--- src/rtl/core/gss_pkg.sv ---
// ----------------------------------------------------------------------------
// gss_pkg
// Shared types and constants for the gear shift sequencer.
// ----------------------------------------------------------------------------
package gss_pkg;

    localparam int unsigned CFG_IDX_W  = 3;
    localparam int unsigned CFG_DATA_W = 16;

    // configuration register indexes
    localparam logic [CFG_IDX_W-1:0] CFG_SHIFT_LOCKOUT = 3'd0;
    localparam logic [CFG_IDX_W-1:0] CFG_UP_DELAY      = 3'd1;
    localparam logic [CFG_IDX_W-1:0] CFG_DOWN_DELAY    = 3'd2;
    localparam logic [CFG_IDX_W-1:0] CFG_SOLENOID_ON   = 3'd3;
    localparam logic [CFG_IDX_W-1:0] CFG_RPM_GATE      = 3'd4;

    // register reset values
    localparam logic [15:0] RST_SHIFT_LOCKOUT = 16'd500;
    localparam logic [15:0] RST_UP_DELAY      = 16'd50;
    localparam logic [15:0] RST_DOWN_DELAY    = 16'd100;
    localparam logic [15:0] RST_SOLENOID_ON   = 16'd80;
    localparam logic [15:0] RST_RPM_GATE      = 16'd500;

    // item kinds
    localparam logic OP_TICK    = 1'b0;
    localparam logic OP_REQUEST = 1'b1;

    localparam logic [2:0] GEAR_NEUTRAL = 3'd0;
    localparam logic [2:0] GEAR_FIRST   = 3'd1;
    localparam logic [2:0] GEAR_SECOND  = 3'd2;

    typedef struct packed {
        logic        op;
        logic        shift_down;
        logic [15:0] engine_rpm;
    } t_in;

    typedef struct packed {
        logic [2:0] gear;
        logic       shift_accepted;
        logic       combustion_cut;
        logic       up_solenoid;
        logic       down_solenoid;
        logic       clutch_held;
    } t_out;

    typedef struct packed {
        logic [15:0] shift_lockout_ms;
        logic [15:0] upshift_delay_ms;
        logic [15:0] downshift_delay_ms;
        logic [15:0] solenoid_on_ms;
        logic [15:0] rpm_gate;
    } t_cfg;

endpackage

--- src/rtl/core/gss_state.sv ---
// ----------------------------------------------------------------------------
// gss_state
// Sequencer state and its one-item update: gear, lockout timer, solenoid
// countdowns and drive levels.
// ----------------------------------------------------------------------------
module gss_state #(
    parameter int unsigned TOP_GEAR = 6
) (
    input  logic          i_clk,
    input  logic          i_rst_n,
    input  logic          i_fire,
    input  gss_pkg::t_in  i_item,
    input  gss_pkg::t_cfg i_cfg,
    output gss_pkg::t_out o_result
);

    logic [2:0]  r_gear,     n_gear;
    logic [15:0] r_since,    n_since;
    logic [15:0] r_on_cd,    n_on_cd;
    logic [16:0] r_off_cd,   n_off_cd;
    logic        r_on_pend,  n_on_pend;
    logic        r_off_pend, n_off_pend;
    logic        r_seq_down, n_seq_down;
    logic        r_up,       n_up;
    logic        r_down,     n_down;
    logic        r_clutch,   n_clutch;

    logic        gate_ok;
    logic        fire_on;
    logic        fire_off;
    logic        accepted;
    logic [15:0] delay;

    always_comb begin
        n_gear     = r_gear;
        n_since    = r_since;
        n_on_cd    = r_on_cd;
        n_off_cd   = r_off_cd;
        n_on_pend  = r_on_pend;
        n_off_pend = r_off_pend;
        n_seq_down = r_seq_down;
        n_up       = r_up;
        n_down     = r_down;
        n_clutch   = r_clutch;
        accepted   = 1'b0;
        gate_ok    = i_item.engine_rpm >= i_cfg.rpm_gate;
        fire_on    = r_on_pend && (r_on_cd <= 16'd1);
        fire_off   = r_off_pend && (r_off_cd <= 17'd1);
        delay      = i_item.shift_down ? i_cfg.downshift_delay_ms : i_cfg.upshift_delay_ms;

        if (i_item.op == gss_pkg::OP_TICK) begin
            if (r_since != 16'hFFFF) begin
                n_since = r_since + 16'd1;
            end
            // on event before off event, so a zero on-time ends with the drive off
            if (r_on_pend) begin
                if (fire_on) begin
                    n_on_pend = 1'b0;
                    n_on_cd   = '0;
                    if (gate_ok) begin
                        if (r_seq_down) n_down = 1'b1;
                        else            n_up   = 1'b1;
                    end
                end else begin
                    n_on_cd = r_on_cd - 16'd1;
                end
            end
            if (r_off_pend) begin
                if (fire_off) begin
                    n_off_pend = 1'b0;
                    n_off_cd   = '0;
                    if (gate_ok) begin
                        if (r_seq_down) n_down = 1'b0;
                        else            n_up   = 1'b0;
                    end
                    if (r_seq_down) begin
                        n_clutch = 1'b0;
                    end
                end else begin
                    n_off_cd = r_off_cd - 17'd1;
                end
            end
        end else if (r_since >= i_cfg.shift_lockout_ms) begin
            accepted = 1'b1;
            n_since  = '0;
            if (i_item.engine_rpm == 16'd0) begin
                n_gear = gss_pkg::GEAR_NEUTRAL;
            end else if (!i_item.shift_down && r_gear == gss_pkg::GEAR_NEUTRAL) begin
                n_gear = gss_pkg::GEAR_SECOND;
            end else if (!i_item.shift_down && r_gear < 3'(TOP_GEAR)) begin
                n_gear = r_gear + 3'd1;
            end else if (i_item.shift_down && r_gear == gss_pkg::GEAR_NEUTRAL) begin
                n_gear = gss_pkg::GEAR_FIRST;
            end else if (i_item.shift_down && r_gear > gss_pkg::GEAR_FIRST) begin
                n_gear = r_gear - 3'd1;
            end
            n_seq_down = i_item.shift_down;
            if (i_item.shift_down) begin
                n_clutch = 1'b1;
            end
            n_on_cd    = delay;
            n_off_cd   = {1'b0, delay} + {1'b0, i_cfg.solenoid_on_ms};
            n_on_pend  = 1'b1;
            n_off_pend = 1'b1;
        end
    end

    always_comb begin
        o_result.gear           = n_gear;
        o_result.shift_accepted = accepted;
        o_result.combustion_cut = accepted;
        o_result.up_solenoid    = n_up;
        o_result.down_solenoid  = n_down;
        o_result.clutch_held    = n_clutch;
    end

    always_ff @(posedge i_clk) begin
        if (!i_rst_n) begin
            r_gear     <= gss_pkg::GEAR_NEUTRAL;
            r_since    <= '0;
            r_on_cd    <= '0;
            r_off_cd   <= '0;
            r_on_pend  <= 1'b0;
            r_off_pend <= 1'b0;
            r_seq_down <= 1'b0;
            r_up       <= 1'b0;
            r_down     <= 1'b0;
            r_clutch   <= 1'b0;
        end else if (i_fire) begin
            r_gear     <= n_gear;
            r_since    <= n_since;
            r_on_cd    <= n_on_cd;
            r_off_cd   <= n_off_cd;
            r_on_pend  <= n_on_pend;
            r_off_pend <= n_off_pend;
            r_seq_down <= n_seq_down;
            r_up       <= n_up;
            r_down     <= n_down;
            r_clutch   <= n_clutch;
        end
    end

endmodule

--- src/rtl/core/gear_shift_sequencer_core.sv ---
// ----------------------------------------------------------------------------
// gear_shift_sequencer_core
// Sequential gearbox shift controller driven by millisecond ticks and shift
// requests.
// ----------------------------------------------------------------------------
// Usage:
//   Input channel (i_in_valid / o_in_stall / i_in) carries one tick or one
//   shift request per transfer, each with the engine rpm. Output channel
//   (o_out_valid / i_out_stall / o_out) returns exactly one result per item,
//   in order: gear, accept/cut flags and solenoid and clutch levels.
//   An item passes through the input register, whose contents feed the state
//   update that writes the result register, from which the result transfers out.
//   Throughput is one item per cycle while the receiver does not stall; the
//   state update is a single pass of narrow adds and compares between the
//   input and result registers.
//   When the receiver stalls, the result register holds its payload and the
//   input register holds one more item; o_in_stall then rises.
//   Configuration writes (i_cfg_we, i_cfg_idx, i_cfg_wdata) take effect the
//   next cycle; write only while no item is in flight. Unknown indexes drop.
//   Synchronous reset clears both stages, loads the register defaults and
//   puts the sequencer in neutral with the lockout window starting over.
// ----------------------------------------------------------------------------
module gear_shift_sequencer_core #(
    parameter int unsigned TOP_GEAR = 6
) (
    input  logic                                i_clk,
    input  logic                                i_rst_n,
    input  logic                                i_in_valid,
    output logic                                o_in_stall,
    input  gss_pkg::t_in                        i_in,
    output logic                                o_out_valid,
    input  logic                                i_out_stall,
    output gss_pkg::t_out                       o_out,
    input  logic                                i_cfg_we,
    input  logic [gss_pkg::CFG_IDX_W-1:0]       i_cfg_idx,
    input  logic [gss_pkg::CFG_DATA_W-1:0]      i_cfg_wdata
);

    gss_pkg::t_cfg r_cfg;
    gss_pkg::t_in  r_in;
    logic          r_in_valid;
    gss_pkg::t_out r_out;
    logic          r_out_valid;
    gss_pkg::t_out result;

    logic out_ready;
    logic in_xfer;
    logic fire;

    // result stage can take a new item when empty or being drained
    assign out_ready  = !r_out_valid || !i_out_stall;
    assign o_in_stall = r_in_valid && !out_ready;
    assign in_xfer    = i_in_valid && !o_in_stall;
    assign fire       = r_in_valid && out_ready;

    assign o_out_valid = r_out_valid;
    assign o_out       = r_out;

    // configuration registers
    always_ff @(posedge i_clk) begin
        if (!i_rst_n) begin
            r_cfg.shift_lockout_ms   <= gss_pkg::RST_SHIFT_LOCKOUT;
            r_cfg.upshift_delay_ms   <= gss_pkg::RST_UP_DELAY;
            r_cfg.downshift_delay_ms <= gss_pkg::RST_DOWN_DELAY;
            r_cfg.solenoid_on_ms     <= gss_pkg::RST_SOLENOID_ON;
            r_cfg.rpm_gate           <= gss_pkg::RST_RPM_GATE;
        end else if (i_cfg_we) begin
            case (i_cfg_idx)
                gss_pkg::CFG_SHIFT_LOCKOUT: r_cfg.shift_lockout_ms   <= i_cfg_wdata;
                gss_pkg::CFG_UP_DELAY:      r_cfg.upshift_delay_ms   <= i_cfg_wdata;
                gss_pkg::CFG_DOWN_DELAY:    r_cfg.downshift_delay_ms <= i_cfg_wdata;
                gss_pkg::CFG_SOLENOID_ON:   r_cfg.solenoid_on_ms     <= i_cfg_wdata;
                gss_pkg::CFG_RPM_GATE:      r_cfg.rpm_gate           <= i_cfg_wdata;
                default: ;
            endcase
        end
    end

    // input register: load on transfer, empty once its item moves on
    always_ff @(posedge i_clk) begin
        if (!i_rst_n) begin
            r_in_valid <= 1'b0;
        end else if (in_xfer) begin
            r_in_valid <= 1'b1;
        end else if (fire) begin
            r_in_valid <= 1'b0;
        end
    end

    always_ff @(posedge i_clk) begin
        if (in_xfer) begin
            r_in <= i_in;
        end
    end

    // state update for the item in the input register
    gss_state #(
        .TOP_GEAR (TOP_GEAR)
    ) u_state (
        .i_clk    (i_clk),
        .i_rst_n  (i_rst_n),
        .i_fire   (fire),
        .i_item   (r_in),
        .i_cfg    (r_cfg),
        .o_result (result)
    );

    // result register: hold while stalled, advance otherwise
    always_ff @(posedge i_clk) begin
        if (!i_rst_n) begin
            r_out_valid <= 1'b0;
        end else if (out_ready) begin
            r_out_valid <= fire;
        end
    end

    always_ff @(posedge i_clk) begin
        if (fire) begin
            r_out <= result;
        end
    end

endmodule

--- config.mk ---
export PLATFORM = sky130hd
export DESIGN_NAME = gear_shift_sequencer_core
export DESIGN_NICKNAME = d
export VERILOG_FILES = /design/src/rtl/core/gss_pkg.sv /design/src/rtl/core/gss_state.sv /design/src/rtl/core/gear_shift_sequencer_core.sv
export SDC_FILE = /design/constraint.sdc
export NUM_CORES = 1
export LEC_CHECK = 0
export BUFFER_PORTS_ARGS = -buffer_cell sky130_fd_sc_hd__buf_2
export CAP_MARGIN = 15
export CORE_MARGIN = 2
export CORE_UTILIZATION = 27
export CTS_BUF_LIST = sky130_fd_sc_hd__clkbuf_16
export DETAILED_ROUTE_END_ITERATION = 7
export GPL_TIMING_DRIVEN = 0
export PLACE_DENSITY_LB_ADDON = 0.08
export SYNTH_ARGS = -nofsm -noshare
export SYNTH_HDL_FRONTEND = slang
export SYNTH_SLANG_ARGS = --single-unit
--- constraint.sdc ---
create_clock -name i_clk -period 5.5 [get_ports i_clk]
set_clock_uncertainty 0.1 [all_clocks]
set_input_delay 0 -clock i_clk [delete_from_list [all_inputs] [get_ports i_clk]]
set_output_delay 0 -clock i_clk [all_outputs]
set_load 0.05 [all_outputs]
==> results.toml <==
[routing]
initialDrtViolationCount = 472
drc = 0
vias = 8016
dr.pass1.iters = 5
routed_via_density = 4.82
antenna_left = 0
drt-wirelength-per-cell_um = 18.2
drt-total-wl_mm = 30.2

[worst_setup_path]
crit_type = "flop to flop"
cp-end-kind = "flop"
cp.required_ns = 5.78
regToRegSetupSlack_ns = 1.25
critPathMaxStageDelay_ns = 0.64
crit_top_cell = "clkbuf_1"
cp_cell_sequence = "clkbuf_1, clkbuf_1, mux2_2, ha_1, o21a_1, o31ai_1, a211oi_1, o41a_1, a31oi_1, or4b_2, nand3_1"
worstPathMaxFanout = 10
worst-path-buf-inv = 2
cp_data_arrival_time_ns = 4.52
crit_slowest_cell = "clkbuf_1"
critPathTopFamily = "buffers and inverters"
start_kind = "flop"

[power]
power_density_nw_per_um2 = 275
p_sw_mw = 0.793
p_leak_nw = 4.14
p_seq_share_pct = 43.3
p_int_mw = 2.15
combPwrFrac_pct = 13.0
totalPowerFinal_mw = 2.95
peakVddDrop_mv = 0.199
pwr-share-clk_pct = 43.7
switching_share_pct = 26.9

[yosys]
synth_seq_cells = 165
seq_area_frac_synth_pct = 40.1
synth_top_family_by_area = "simple AND/OR/NAND/NOR gates"
yosysMostFrequentCell = "nand2_1"
syn_area_um2 = 8850
synthCells = 1094
yosysWarnings = 0
synth-compound-area-share_pct = 19.7
synth.net_count = 1194
synth_adder_area_share_pct = 8.28
muxShareOfSynthArea_pct = 3.08
ys_top_cells_by_count = "220 x nand2_1, 140 x dfxtp_1, 117 x a21oi_1"
synthSimpleGateAreaFrac_pct = 21.6
synth_top_area_share_pct = 31.7
syn_area_per_cell_um2 = 8.09
synth.distinct_cells = 66
yosysTopAreaCell = "dfxtp_1"
synthArstFlopShare_pct = 0
synth_edf_count = 25
synth_xor_area_share_pct = 2.28
synthTopCellsByArea = "dfxtp_1 32%, nand2_1 9.3%, edfxtp_1 8.5%, ha_1 8.1%, a21oi_1 6.6%"
synth_top_flop_cell = "dfxtp_1"

[job]
maxCapViolations = 0

[place]
gp_congestion = 0.865
place_ws_ns = 1.27
hpwlAfterDp_mm = 22.4
numPortBuffers = 51

[timing]
rsz0062_at_grt = "no"
layout_setup_ws_ns = 1.25
fin_crit_ns = 4.25
slew_violations = 0
setup_viol = 0
worstMarginPinSlew_ns = 1.09
setup-tns-final_ns = 0
fin_crit_sh_pct = 77.2
max_freq_ghz = 0.235
hold_viol_final = 0
slew_headroom_pct = 27.2
holdWs_ns = 0.164

[floorplanning]
chipWidth_um = 185
pin_count = 52
core_area_um2 = 32400
rows = 66
start_util_pct = 27.3
die_y_um = 185
die_area_um2 = 34200

[clock_tree]
cts_buffer_depth = 2
cts_tree = "built"
root_buffer = "clkbuf_16"
worstSkewPairLatency_ns = 0.44
htree_levels = 4
cts_buffers = 17
cts.sinks = 165
clk_pin_slew_worst_paths_ns = 0.07

[status]
status = "complete, no violations"

[global_routing]
grt-ovfl-total = 0
grt_pass1_wl_mm = 46.4
antenna_found_initial = 0
grt_use_total_pct = 18.3
grt_pass1_vias = 7805
grt_max_degree = 19

[min_path]
min_path_type = "input pin to flop"

[cells_and_area]
num_antenna_cells = 0
syn_to_final_growth_pct = 20.9
nNetsFinal = 1307
postLayoutCoreUtil_pct = 33.1
drive_gt1_share_pct = 9.43
power by group through the flow:
stage	combinational, mW	sequential, mW	clock [mW]
floorplan	0.221	1.31	0
global placement	0.361	1.30	0
detailed placement	0.359	1.30	0
CTS	0.384	1.28	1.32
global route	0.423	1.28	1.37
finish	0.383	1.28	1.29
timing repair:
| action | CTS | global route |
|---|---|---|
| endpoints found under the hold margin | 101 | 0 |
| resized for setup | 0 | 0 |
| setup endpoints to repair | 0 | 0 |
| buffers inserted | 0 | 0 |
| hold buffers | 42 | 0 |
per-layer routing:
| layer | track usage (%) | share of wire, % |
|---|---|---|
| met1 | 23.7 | 48 |
| met2 | 31.0 | 47 |
| met3 | 2.75 | 2.7 |
| met4 | 6.29 | 2.3 |
| met5 | 0 | 0 |
final cells by class:
class | count | area (um2)
buffer | 52 | 210
clock buffer | 17 | 425
clock inverter | 15 | 189
fill | 3517 | 21700
inverter | 60 | 225
multi-input combinational | 817 | 4860
sequential | 165 | 3550
tap | 442 | 553
timing repair buffer | 94 | 683
metrics by stage:
stage,instances,cell area (um2)
6_report,1662,10700
5_1_grt,1662,10700
4_1_cts,1662,10700
3_5_place_dp,1588,9670
3_3_place_gp,1587,9660
2_1_floorplan,1094,8850
kinds of logic (layout without fill, tap and decap cells):
group	after synthesis	after routing
and+or+nand+nor	427	427
AOI/OAI and AO/OA	284	284
DFF	165	165
buffers and inverters	112	238
adders and majority gates	58	58
muxes	25	25
xor gates and xnor gates	23	23
sequential cells by signal (all words and copies together), names as in the netlist:
| name | count |
|---|---|
| r_in | 18 |
| u_state.r_down | 1 |
| u_state.r_seq_down | 1 |
| u_state.r_off_pend | 1 |
| u_state.r_gear | 3 |
| o_out | 7 |
| o_out_valid | 1 |
| r_cfg | 80 |
| u_state.r_on_cd | 16 |
| u_state.r_on_pend | 1 |
| u_state.r_since | 16 |
| r_in_valid | 1 |
| u_state.r_up | 1 |
| u_state.r_clutch | 1 |
| u_state.r_off_cd | 17 |
worst register-to-register path, stage by stage, from the launching register on:
cell	delay, ns
edfxtp_1	0.32
clkbuf_1	0.50
clkbuf_1	0.64
mux2_2	0.49
ha_1	0.36
o21a_1	0.14
o31ai_1	0.12
a211oi_1	0.40
o41a_1	0.26
a31oi_1	0.13
or4b_2	0.62
nand3_1	0.10
final timing paths:
check | startpoint | cells after the start | to
setup / recovery | r_in[16] | 11 | u_state.r_off_cd[14]
hold / removal | i_in[2] | 2 | r_in[2]
setup reg to reg | r_in[16] | 11 | u_state.r_off_cd[14]
hold reg to reg | r_cfg[10] | 2 | r_cfg[10]
cell usage in the layout, fill, tap and decap left out, types with 7 or more instances in the layout:
| cell | count |
|---|---|
| a31oi_1 | 12 |
| inv_1 | 62 |
| buf_2 | 54 |
| edfxtp_1 | 25 |
| ha_1 | 57 |
| clkbuf_1 | 46 |
| mux2_2 | 18 |
| or3_1 | 7 |
| nand3_1 | 34 |
| xnor2_1 | 7 |
| o31ai_1 | 8 |
| and3_1 | 15 |
| o211ai_1 | 15 |
| a21oi_1 | 117 |
| clkbuf_16 | 17 |
| a211oi_1 | 15 |
| a21o_1 | 9 |
| nand2_1 | 220 |
| nand4_1 | 13 |
| xor2_1 | 16 |
| dlygate4sd3_1 | 42 |
| dfxtp_1 | 140 |
| nor2_1 | 69 |
| o21ai_0 | 51 |
| mux2i_1 | 7 |
| o22ai_1 | 9 |
| nor4_1 | 8 |
| nor3_1 | 27 |
Note: power is estimated with default switching activity, not from simulation.
